`config.mk`:
```
export PLATFORM = sky130hd
export DESIGN_NAME = id3v2_tag_frame_splitter_top
export DESIGN_NICKNAME = d
export VERILOG_FILES = /design/src/id3_pkg.sv /design/src/id3_cfg.sv /design/src/id3_parser.sv /design/src/id3v2_tag_frame_splitter_top.sv
export SDC_FILE = /design/constraint.sdc
export NUM_CORES = 1
export LEC_CHECK = 0
export BUFFER_PORTS_ARGS = -buffer_cell sky130_fd_sc_hd__buf_2
export CORE_MARGIN = 5
export CORE_UTILIZATION = 35
export CTS_CLUSTER_DIAMETER = 100
export DETAILED_ROUTE_END_ITERATION = 6
export PLACE_DENSITY_LB_ADDON = 0.25
export SLEW_MARGIN = 10
export SYNTH_ARGS = -nofsm -noshare
export SYNTH_HDL_FRONTEND = slang
export SYNTH_SLANG_ARGS = --single-unit
export TNS_END_PERCENT = 10
```
`constraint.sdc`:
```
create_clock -name clk -period 9.42 [get_ports clk]
set_input_delay 0.942 -clock clk [delete_from_list [all_inputs] [get_ports clk]]
set_output_delay 0.942 -clock clk [all_outputs]
set_load 0.01 [all_outputs]
```
`src/id3_pkg.sv`:
```
// Shared types, codes and constants of the ID3v2 tag frame splitter.
package id3_pkg;

  typedef enum logic [2:0] {
    PH_TAG_HDR   = 3'd0,
    PH_FRAME_HDR = 3'd1,
    PH_PAYLOAD   = 3'd2,
    PH_PAST      = 3'd3,
    PH_REJECT    = 3'd4
  } phase_t;

  localparam logic [2:0] KIND_TAG_HDR   = 3'd0;
  localparam logic [2:0] KIND_FRAME_HDR = 3'd1;
  localparam logic [2:0] KIND_PAYLOAD   = 3'd2;
  localparam logic [2:0] KIND_PAST      = 3'd3;
  localparam logic [2:0] KIND_REJECT    = 3'd4;

  localparam logic [7:0] CHAR_I        = 8'h49;
  localparam logic [7:0] CHAR_D        = 8'h44;
  localparam logic [7:0] CHAR_3        = 8'h33;
  localparam logic [7:0] CHAR_T        = 8'h54;
  localparam logic [7:0] VERSION_MAJOR = 8'h04;

  localparam logic [3:0] POS_ID0       = 4'd0;
  localparam logic [3:0] POS_ID1       = 4'd1;
  localparam logic [3:0] POS_ID2       = 4'd2;
  localparam logic [3:0] POS_VERSION   = 4'd3;
  localparam logic [3:0] POS_TAG_LEN   = 4'd6;
  localparam logic [3:0] POS_SIZE      = 4'd4;
  localparam logic [3:0] POS_FLAGS     = 4'd8;
  localparam logic [3:0] POS_HDR_LAST  = 4'd9;

  localparam logic [28:0] CONSUMED_LIMIT = 29'h1000_0000;
  localparam logic [32:0] FRAME_HDR_LEN  = 33'd10;

  // Register index of the configuration port.
  localparam logic REG_FRAME_SIZE_MODE = 1'b0;

  typedef struct packed {
    logic [2:0]  byte_kind;
    logic [7:0]  byte_value;
    logic [31:0] frame_name;
    logic [31:0] frame_length;
    logic [31:0] payload_offset;
    logic        frame_end;
    logic        text_frame;
    logic [27:0] tag_length;
  } result_t;

endpackage

```
`src/id3_cfg.sv`:
```
// Configuration register file with its APB-style access port.
module id3_cfg import id3_pkg::*; (
  input  logic        clk,
  input  logic        rst,
  input  logic        psel,
  input  logic        penable,
  input  logic        pwrite,
  input  logic [2:0]  paddr,
  input  logic [31:0] pwdata,
  output logic [31:0] prdata,
  output logic        pready,
  output logic        frame_size_mode
);

  logic wr_en;

  assign pready = 1'b1;
  assign wr_en  = psel && penable && pwrite && (paddr[2] == REG_FRAME_SIZE_MODE);

  always_ff @(posedge clk) begin
    if (rst) begin
      frame_size_mode <= 1'b0;
    end else if (wr_en) begin
      frame_size_mode <= pwdata[0];
    end
  end

  always_comb begin
    prdata = '0;
    if (paddr[2] == REG_FRAME_SIZE_MODE) begin
      prdata = {31'b0, frame_size_mode};
    end
  end

endmodule

```
`src/id3_parser.sv`:
```
// Parse state of the tag and the classification of one byte.
module id3_parser import id3_pkg::*; (
  input  logic       clk,
  input  logic       rst,
  input  logic       step,
  input  logic [7:0] data_byte,
  input  logic       frame_size_mode,
  output result_t    result
);

  phase_t      phase, phase_next;
  logic [3:0]  header_position, header_position_next;
  logic        header_ok, header_ok_next;
  logic [27:0] tag_len_reg, tag_len_reg_next;
  logic [28:0] consumed_count, consumed_count_next;
  logic [31:0] current_id, current_id_next;
  logic [31:0] current_size, current_size_next;
  logic [31:0] payload_count, payload_count_next;

  logic        start_past;
  logic        last_payload;
  logic [31:0] size_base;
  logic [32:0] consumed_sum;

  // A frame may only start while the consumed bytes stay below the tag size and its first byte is not zero.
  assign start_past = (header_position == POS_ID0) &&
                      ((consumed_count >= {1'b0, tag_len_reg}) || (data_byte == 8'h00));
  assign last_payload = (payload_count == (current_size - 32'd1));
  assign size_base    = (header_position == POS_ID0) ? 32'd0 : current_size;
  assign consumed_sum = {4'b0, consumed_count} + FRAME_HDR_LEN + {1'b0, current_size_next};

  always_comb begin
    phase_next           = phase;
    header_position_next = header_position;
    header_ok_next       = header_ok;
    tag_len_reg_next     = tag_len_reg;
    consumed_count_next  = consumed_count;
    current_id_next      = current_id;
    current_size_next    = current_size;
    payload_count_next   = payload_count;
    unique case (phase)
      PH_TAG_HDR: begin
        if (header_position == POS_ID0 && data_byte != CHAR_I) header_ok_next = 1'b0;
        if (header_position == POS_ID1 && data_byte != CHAR_D) header_ok_next = 1'b0;
        if (header_position == POS_ID2 && data_byte != CHAR_3) header_ok_next = 1'b0;
        if (header_position == POS_VERSION && data_byte != VERSION_MAJOR) begin
          header_ok_next = 1'b0;
        end
        if (header_position >= POS_TAG_LEN) begin
          tag_len_reg_next = {tag_len_reg[20:0], data_byte[6:0]};
        end
        if (header_position >= POS_HDR_LAST) begin
          header_position_next = '0;
          phase_next = header_ok ? PH_FRAME_HDR : PH_REJECT;
        end else begin
          header_position_next = header_position + 4'd1;
        end
      end
      PH_FRAME_HDR: begin
        if (start_past) begin
          phase_next = PH_PAST;
        end else begin
          current_size_next = size_base;
          if (header_position < POS_SIZE) begin
            current_id_next = {current_id[23:0], data_byte};
          end else if (header_position < POS_FLAGS) begin
            if (frame_size_mode) begin
              current_size_next = {size_base[24:0], data_byte[6:0]};
            end else begin
              current_size_next = {size_base[23:0], data_byte};
            end
          end
          if (header_position >= POS_HDR_LAST) begin
            consumed_count_next = (consumed_sum > {4'b0, CONSUMED_LIMIT}) ?
                                  CONSUMED_LIMIT : consumed_sum[28:0];
            header_position_next = '0;
            payload_count_next   = '0;
            phase_next = (current_size_next == 32'd0) ? PH_FRAME_HDR : PH_PAYLOAD;
          end else begin
            header_position_next = header_position + 4'd1;
          end
        end
      end
      PH_PAYLOAD: begin
        if (last_payload) begin
          phase_next           = PH_FRAME_HDR;
          header_position_next = '0;
        end
        payload_count_next = payload_count + 32'd1;
      end
      PH_REJECT: begin
        phase_next = PH_REJECT;
      end
      default: begin
        phase_next = PH_PAST;
      end
    endcase
  end

  always_comb begin
    logic frame_fields;
    frame_fields = ((phase == PH_FRAME_HDR) && !start_past) || (phase == PH_PAYLOAD);
    result = '0;
    result.byte_value = data_byte;
    result.tag_length = tag_len_reg_next;
    unique case (phase)
      PH_TAG_HDR:   result.byte_kind = KIND_TAG_HDR;
      PH_FRAME_HDR: result.byte_kind = start_past ? KIND_PAST : KIND_FRAME_HDR;
      PH_PAYLOAD:   result.byte_kind = KIND_PAYLOAD;
      PH_REJECT:    result.byte_kind = KIND_REJECT;
      default:      result.byte_kind = KIND_PAST;
    endcase
    if (frame_fields) begin
      result.frame_name   = current_id_next;
      result.frame_length = current_size_next;
      result.text_frame   = (current_id_next[31:24] == CHAR_T);
    end
    if (phase == PH_PAYLOAD) begin
      result.payload_offset = payload_count;
      result.frame_end      = last_payload;
    end else if (phase == PH_FRAME_HDR && !start_past) begin
      result.frame_end = (header_position >= POS_HDR_LAST) && (current_size_next == 32'd0);
    end
  end

  always_ff @(posedge clk) begin
    if (rst) begin
      phase           <= PH_TAG_HDR;
      header_position <= '0;
      header_ok       <= 1'b1;
      tag_len_reg     <= '0;
      consumed_count  <= '0;
      current_id      <= '0;
      current_size    <= '0;
      payload_count   <= '0;
    end else if (step) begin
      phase           <= phase_next;
      header_position <= header_position_next;
      header_ok       <= header_ok_next;
      tag_len_reg     <= tag_len_reg_next;
      consumed_count  <= consumed_count_next;
      current_id      <= current_id_next;
      current_size    <= current_size_next;
      payload_count   <= payload_count_next;
    end
  end

endmodule

```
`src/id3v2_tag_frame_splitter_top.sv`:
```
// Top level of the ID3v2 tag frame splitter: input register, parser, result register.
//
// The block reads a file as a stream of bytes on the input channel (data_byte,
// in_valid, in_stall) and returns one item per byte on the output channel
// (byte_kind and the frame fields, out_valid, out_stall). An item moves on a
// channel at a rising edge where valid is high and stall is low.
// An accepted byte is held in the input register, is classified by the parser
// and then lands in the result register, where its item is shown until the
// receiver takes it. One byte is taken every cycle while the receiver does
// not stall; the parse state is updated once for each accepted byte.
// When the receiver stalls, the result register holds its item and the input
// register keeps one more byte; only then is in_stall raised.
// The APB-style port holds frame_size_mode at address 0 (0 plain size,
// 1 syncsafe size); write it only while no item is in flight.
// Reset clears the valid flags of both pipeline registers, the register file
// and the parse state, so the next byte is taken as the first byte of a new tag header.
module id3v2_tag_frame_splitter_top import id3_pkg::*; (
  input  logic        clk,
  input  logic        rst,
  input  logic        psel,
  input  logic        penable,
  input  logic        pwrite,
  input  logic [2:0]  paddr,
  input  logic [31:0] pwdata,
  output logic [31:0] prdata,
  output logic        pready,
  input  logic        in_valid,
  output logic        in_stall,
  input  logic [7:0]  data_byte,
  output logic        out_valid,
  input  logic        out_stall,
  output logic [2:0]  byte_kind,
  output logic [7:0]  byte_value,
  output logic [31:0] frame_name,
  output logic [31:0] frame_length,
  output logic [31:0] payload_offset,
  output logic        frame_end,
  output logic        text_frame,
  output logic [27:0] tag_length
);

  logic       frame_size_mode;
  logic       s1_valid;
  logic [7:0] s1_byte;
  logic       advance;
  logic       accept;
  result_t    result;
  result_t    out_q;

  id3_cfg u_cfg (
    .clk             (clk),
    .rst             (rst),
    .psel            (psel),
    .penable         (penable),
    .pwrite          (pwrite),
    .paddr           (paddr),
    .pwdata          (pwdata),
    .prdata          (prdata),
    .pready          (pready),
    .frame_size_mode (frame_size_mode)
  );

  id3_parser u_parser (
    .clk             (clk),
    .rst             (rst),
    .step            (advance),
    .data_byte       (s1_byte),
    .frame_size_mode (frame_size_mode),
    .result          (result)
  );

  assign advance  = s1_valid && (!out_valid || !out_stall);
  assign in_stall = s1_valid && !advance;
  assign accept   = in_valid && !in_stall;

  always_ff @(posedge clk) begin
    if (rst) begin
      s1_valid <= 1'b0;
    end else if (accept) begin
      s1_valid <= 1'b1;
    end else if (advance) begin
      s1_valid <= 1'b0;
    end
  end

  always_ff @(posedge clk) begin
    if (accept) begin
      s1_byte <= data_byte;
    end
  end

  always_ff @(posedge clk) begin
    if (rst) begin
      out_valid <= 1'b0;
    end else if (advance) begin
      out_valid <= 1'b1;
    end else if (!out_stall) begin
      out_valid <= 1'b0;
    end
  end

  always_ff @(posedge clk) begin
    if (advance) begin
      out_q <= result;
    end
  end

  assign byte_kind      = out_q.byte_kind;
  assign byte_value     = out_q.byte_value;
  assign frame_name     = out_q.frame_name;
  assign frame_length   = out_q.frame_length;
  assign payload_offset = out_q.payload_offset;
  assign frame_end      = out_q.frame_end;
  assign text_frame     = out_q.text_frame;
  assign tag_length     = out_q.tag_length;

  // The input side only stalls when a byte is waiting behind a blocked result.
  a_stall_needs_full: assert property (@(posedge clk) disable iff (rst)
    in_stall |-> (s1_valid && out_valid && out_stall))
    else $error("input stalled without a waiting byte");

  // A waiting byte moves to the result register as soon as the receiver takes the item.
  a_no_bubble: assert property (@(posedge clk) disable iff (rst)
    (s1_valid && out_valid && !out_stall) |=> out_valid)
    else $error("pipeline dropped a waiting byte");

  a_kind_range: assert property (@(posedge clk) disable iff (rst)
    out_valid |-> (byte_kind <= KIND_REJECT))
    else $error("byte kind out of range");

  a_end_in_frame: assert property (@(posedge clk) disable iff (rst)
    (out_valid && frame_end) |->
      (byte_kind == KIND_FRAME_HDR || byte_kind == KIND_PAYLOAD))
    else $error("frame end outside a frame");

  a_offset_in_payload: assert property (@(posedge clk) disable iff (rst)
    (out_valid && payload_offset != 32'd0) |-> (byte_kind == KIND_PAYLOAD))
    else $error("payload offset outside payload");

endmodule
```
==> flow_summary.ini, run 1 <==
[status]
status = complete, no violations

[worst_setup_path]
rrSetupSlack_ns = 1.76
crit_fanout = 28
cp-start-kind = flip-flop
crit_path_cell_trace = ha_1, a21o_1, a211oi_2, nand2_1, o41a_2, nor3_4, buf_4, o21ai_0, a22oi_1, inv_1, ha_1, o21ai_0, o21ai_0, a41oi_1, a21oi_1, nor2_1, a211oi_1, o211ai_1, and2_1, a211oi_2, a211oi_2, a22oi_1, nor2_1
endpoint_kind = flip-flop
worstPathArrival_ns = 8.07
crit_path_top_delay_cell = a211oi_2
critical_path_required_ns = 9.83
critPathKind = reg -> reg
cpPeakStageDelay_ns = 0.92

[drt]
wl_per_cell_um = 18.6
drtIter0Drc = 1053
antenna_left = 0
routed_wl_um = 51600
via_per_inst = 5.29
route.vias.total = 14600
firstDrtPassIters = 5
drc = 0

[finish]
layout_common_cells = 269 x nand2_1, 231 x nor2_1, 164 x dfxtp_1
layout.nets = 2189
diodes = 0
layout-drive-gt1-share_pct = 12.8
fill_cells = 4900
multi_input_area_um2 = 8970
seq_area_um2 = 7640
layout_commonest_cell = nand2_1
area_delta_synth_final_pct = 13.6

[timing]
slew-limit-headroom_pct = 21.9
hold_violations = 0
min_period_ns = 7.66
clock_skew_ns = 0.0220
rsz0062_at_grt = false
max_freq_mhz = 131
worstMarginPinSlew_ns = 1.17
post-route-period-util_pct = 81.3
drv_slew = 0
setup_tns_ns = 0
finalSetupViolations = 0

[logic_synthesis]
synthesis.area_um2 = 17500
ys_warn_count = 0
async_flop_share_pct = 0
yosysSeqAreaShare_pct = 43.7
syn_avg_cell_area_um2 = 8.80
yosys_register_bits = 309
syn-instance-count = 1984
synth_edf_count = 145
synth_top_flop_cell = dfxtp_1
yosysUniqueCellTypes = 91

[placement]
routabilityCongestion = 0.886
port-buffer-count = 156
dp.final_hpwl_um = 37100

[clocking]
clk-insertion-delay-late_ns = 0.56
tritoncts = built
clock-sinks = 309
numCtsBuffers = 36
htree_num_levels = 2
cts_setup_buffers = 0
clockBufferDepth = 3
cts_resized = 0
ctsHoldBuffers = 0
path_clk_slew_ns = 0.06
cts-root-buf = clkbuf_16

[global_routing]
grt_max_degree = 108
grt_pass1_vias = 14000
antenna_found_initial = 0
grt-ovfl-total = 0
grt_first_pass_wirelength_um = 79500
grt_usage_pct = 18.3

[pwr]
leakage_nw = 7.34
finalPower_w = 0.00324
vdd_drop_max_v = 0.000129
power_density_nw_per_um2 = 163

[floorplan]
chipHeight_um = 233
fp-row-count = 81
top_level_ports = 222
die_area_um2 = 54500
design.core.area_um2 = 49200
initial_core_util_pct = 35.5
die_x_um = 233

[hold_path]
hp-class = reg -> reg

[run]
maxCapViolations = 0
==> cell families (layout without fill, tap and decap cells) <==
logic type               count (synthesis)  in the layout  synth area share [%]
AO/OA/AOI/OAI                          434            434                  16.0
XOR/XNOR                               113            113                  5.67
adder cells (fa/ha/maj)                 67             67                  4.83
buffers and inverters                  231            318                  5.78
flip-flops                             309            309                  43.7
multiplexers                            55             55                  3.20
other                                    2             32                0.0430
AND/OR/NAND/NOR                        773            773                  20.7
==> layer usage <==
layer	up-vias	routed length [µm]	global-route usage, %
li1	7177	-	-
met5	-	0	0
met1	7007	23000	24.4
met3	74	2430	2.93
met2	371	25100	31.2
met4	0	1010	4.17
==> synthesized netlist by cell type, types with 35 or more instances <==
master    number  area, µm²
mux2i_1       48        480
xnor2_1       65        569
dfxtp_1      164       3280
or3_1         35        219
a211oi_1      88        661
inv_1         77        289
clkbuf_1     105        394
o21ai_0       77        385
edfxtp_1     145       4350
nand2_1      270       1010
ha_1          65        813
xor2_1        48        420
and3_1        49        307
nor2_1       233        875
a21oi_1      142        711
==> report_power, final <==
group / total (W) / switching, W / internal, W / leakage [nW]
clock: 0.00141 / 0.000577 / 0.000831 / 0.565
sequential: 0.00150 / 0.0000459 / 0.00145 / 2.67
combinational: 0.000329 / 0.000213 / 0.000115 / 4.11
==> through the flow <==
| step | hold WS, ns | utilization [%] | cells | cell area (µm²) | worst slack (ns) |
|---|---|---|---|---|---|
| after detailed placement | 0.452 | 38.0 | 2699 | 18700 | 1.88 |
| final | 0.463 | 40.4 | 2765 | 19800 | 1.76 |
| after CTS | 0.460 | 40.4 | 2765 | 19800 | 1.85 |
| after global routing | 0.481 | 40.4 | 2765 | 19800 | 1.26 |
| after floorplan | 0.424 | - | 2014 | 17600 | 3.40 |
| after global placement | 0.443 | 38.0 | 2699 | 18700 | 2.01 |
==> final timing paths <==
path,from,end,depth (start not counted)
setup / recovery,u_parser.consumed_count[26],u_parser.consumed_count[19],23
hold / removal,u_parser.current_id[28],u_parser.current_id[28],2
setup reg to reg,u_parser.consumed_count[26],u_parser.consumed_count[19],23
hold reg to reg,u_parser.current_id[28],u_parser.current_id[28],2
==> final cells by class <==
cell class	count	area share (%)
Timing Repair Buffer	175	4.73
Multi-Input combinational cell	1474	45.2
Clock buffer	48	4.79
Tap cell	664	4.19
Sequential cell	309	38.5
Clock inverter	18	1.14
Inverter	77	1.49
==> worst max-delay path: cells and delay by family (launching register included) <==
family | cells | cell delay, ns
compound gates | 14 | 4.94
simple gates | 5 | 0.85
fa+ha+maj | 2 | 0.66
buf+inv | 2 | 0.59
flops | 1 | 0.47
No activity file was read; power rests on OpenSTA's default activity.
==> run 2, diff against run 1 <==
--- a/config.mk
+++ b/config.mk
@@ -5,6 +5,7 @@
 export SDC_FILE = /design/constraint.sdc
 export NUM_CORES = 1
 export LEC_CHECK = 0
+export ABC_AREA = 1
 export BUFFER_PORTS_ARGS = -buffer_cell sky130_fd_sc_hd__buf_2
 export CORE_MARGIN = 5
 export CORE_UTILIZATION = 35
==> constraint.sdc (replaced) <==
create_clock -name clk -period 7.5 [get_ports clk]
set_input_delay 0.75 -clock clk [delete_from_list [all_inputs] [get_ports clk]]
set_output_delay 0.75 -clock clk [all_outputs]
set_load 0.01 [all_outputs]
==> run 2 against run 1 <==
Sequential power grew 25%. Setup slack lost 0.67 ns. Critical path type unchanged. Critical path depth grew 12.
==> flow_summary.ini, run 2 <==
[worst_setup_path]
crit_fanout = 49
cpPeakStageDelay_ns = 0.50
worstPathArrival_ns = 6.88
critical_path_required_ns = 7.97
cp-start-kind = flip-flop
rrSetupSlack_ns = 1.09
critPathKind = reg -> reg
crit_path_top_delay_cell = o21ai_0
endpoint_kind = flip-flop

[placement]
routabilityCongestion = 0.885
dp.final_hpwl_um = 39000
port-buffer-count = 156

[logic_synthesis]
yosysUniqueCellTypes = 68
syn_avg_cell_area_um2 = 7.73
synth_commonest_cells = 383 x inv_1, 363 x nand2_1, 269 x nor2_1
yosys.cell_count.top_type = inv_1
synth_top_cell_area_share_pct = 23.4
synthTopCellsByArea = edfxtp_1 23%, dfxtp_1 18%, inv_1 7.7%
yosys.area.top_type = edfxtp_1
async_flop_share_pct = 0
synth_edf_count = 145
yosys_register_bits = 309
synthesis.area_um2 = 18600
synth_top_flop_cell = dfxtp_1
yosysSeqAreaShare_pct = 41.0
ys_warn_count = 0
syn-instance-count = 2410

[clocking]
clock-sinks = 309
numCtsBuffers = 36
cts_setup_buffers = 0
path_clk_slew_ns = 0.06
clk-insertion-delay-late_ns = 0.54
clockBufferDepth = 3
htree_num_levels = 2
tritoncts = built
cts_resized = 0
cts-root-buf = clkbuf_16
ctsHoldBuffers = 0

[drt]
drc = 0
antenna_left = 0
via_per_inst = 4.91
firstDrtPassIters = 5
routed_wl_um = 51100
wl_per_cell_um = 15.8
drtIter0Drc = 1281
route.vias.total = 15900

[timing]
finalSetupViolations = 0
slew-limit-headroom_pct = 36.5
clock_skew_ns = 0.0120
worstMarginPinSlew_ns = 0.951
min_period_ns = 6.41
post-route-period-util_pct = 85.5
setup_tns_ns = 0
rsz0062_at_grt = false
hold_violations = 0
max_freq_mhz = 156
drv_slew = 0

[run]
maxCapViolations = 0

[floorplan]
die_area_um2 = 58000
initial_core_util_pct = 35.4
fp-row-count = 84
chipHeight_um = 241
die_x_um = 241
top_level_ports = 222
design.core.area_um2 = 52700

[finish]
fill_cells = 5341
area_delta_synth_final_pct = 13.2
diodes = 0
layout-drive-gt1-share_pct = 14.8
layout_common_cells = 381 x inv_1, 363 x nand2_1, 266 x nor2_1
final_core_util_pct = 40.1
layout.nets = 2644
layout_commonest_cell = inv_1

[global_routing]
gr-max-usage-layer = met2
grt-ovfl-total = 0
antenna_found_initial = 1
grt_usage_pct = 16.8
grt_max_degree = 85
use_met1_pct = 23.0
grt_pass1_vias = 14800
grtUsageMet3_pct = 2.37
grt_first_pass_wirelength_um = 78900
grt_use_met2_pct = 28.1

[status]
status = complete, no violations

[pwr]
p_seq_share_pct = 44.6
p_comb_share_pct = 12.4
p_sw_share_pct = 26.4
power_density_nw_per_um2 = 200
vdd_drop_max_v = 0.000113
p_clk_share_pct = 43.0
leakage_nw = 9.19
p_sw_w = 0.00111
p_int_w = 0.00311

[hold_path]
hp-class = in -> reg
[run 2: layout make-up]
| cell class | count | area [µm²] | area share (%) |
|---|---|---|---|
| clock buffers | 44 | 941 | 4.46 |
| clock inverters | 21 | 272 | 1.29 |
| inverters | 405 | 1520 | 7.22 |
| multi-input cells | 1605 | 8960 | 42.5 |
| flip-flops and latches | 309 | 7640 | 36.2 |
| well taps | 688 | 861 | 4.08 |
| repair buffers | 171 | 896 | 4.25 |
[run 2: path summary, 6_finish.rpt]
path / from / endpoint / cells after the start
max reg2reg: u_parser.consumed_count[20] / u_parser.consumed_count[6] / 35
min: data_byte[5] / s1_byte[5] / 1
min reg2reg: u_parser.header_ok / u_parser.header_ok / 2
max: u_parser.consumed_count[20] / u_parser.consumed_count[6] / 35
[run 2: power groups by stage]
stage          registers (W)  clock network, W  logic, W
2_1_floorplan        0.00193                 0  0.000382
3_3_place_gp         0.00192                 0  0.000516
3_5_place_dp         0.00192                 0  0.000524
4_1_cts              0.00188           0.00186  0.000527
5_1_grt              0.00189           0.00193  0.000587
6_report             0.00188           0.00181  0.000525
[run 2: stage by stage]
step	setup WS (ns)	instance area, µm²	cells	hold WS (ns)	power, W
2_1_floorplan	1.88	18800	2440	0.431	0.00231
3_3_place_gp	1.24	19900	3178	0.443	0.00243
3_5_place_dp	1.13	19900	3178	0.460	0.00244
4_1_cts	1.10	21100	3243	0.349	0.00427
5_1_grt	0.375	21100	3243	0.358	0.00441
6_report	1.09	21100	3243	0.380	0.00422
[run 2: routing by layer]
layer,wire [µm],share of wire [%]
met1,23500,46
met5,0,0
met4,1250,2.4
met3,2280,4.5
met2,24100,47
[run 2: worst max-delay path, delay by kind of cell, from the launching register on]
kind	cells	cell delay [ns]
AOI/OAI and AO/OA	4	1.15
adders and majority gates	2	0.61
buffers and inverters	4	0.97
DFF	1	0.38
and+or+nand+nor	25	3.21
[run 2: cells by family (layout without fill, tap and decap cells)]
group	count (synthesis)	after routing	share of synthesized area [%]
AND/OR/NAND/NOR	937	937	24.0
XOR/XNOR	93	93	4.45
adder cells (fa/ha/maj)	66	66	4.47
AO/OA/AOI/OAI	476	476	14.4
multiplexers	1	1	0.0537
other	2	32	0.0403
flip-flops	309	309	41.0
buffers and inverters	526	641	11.6
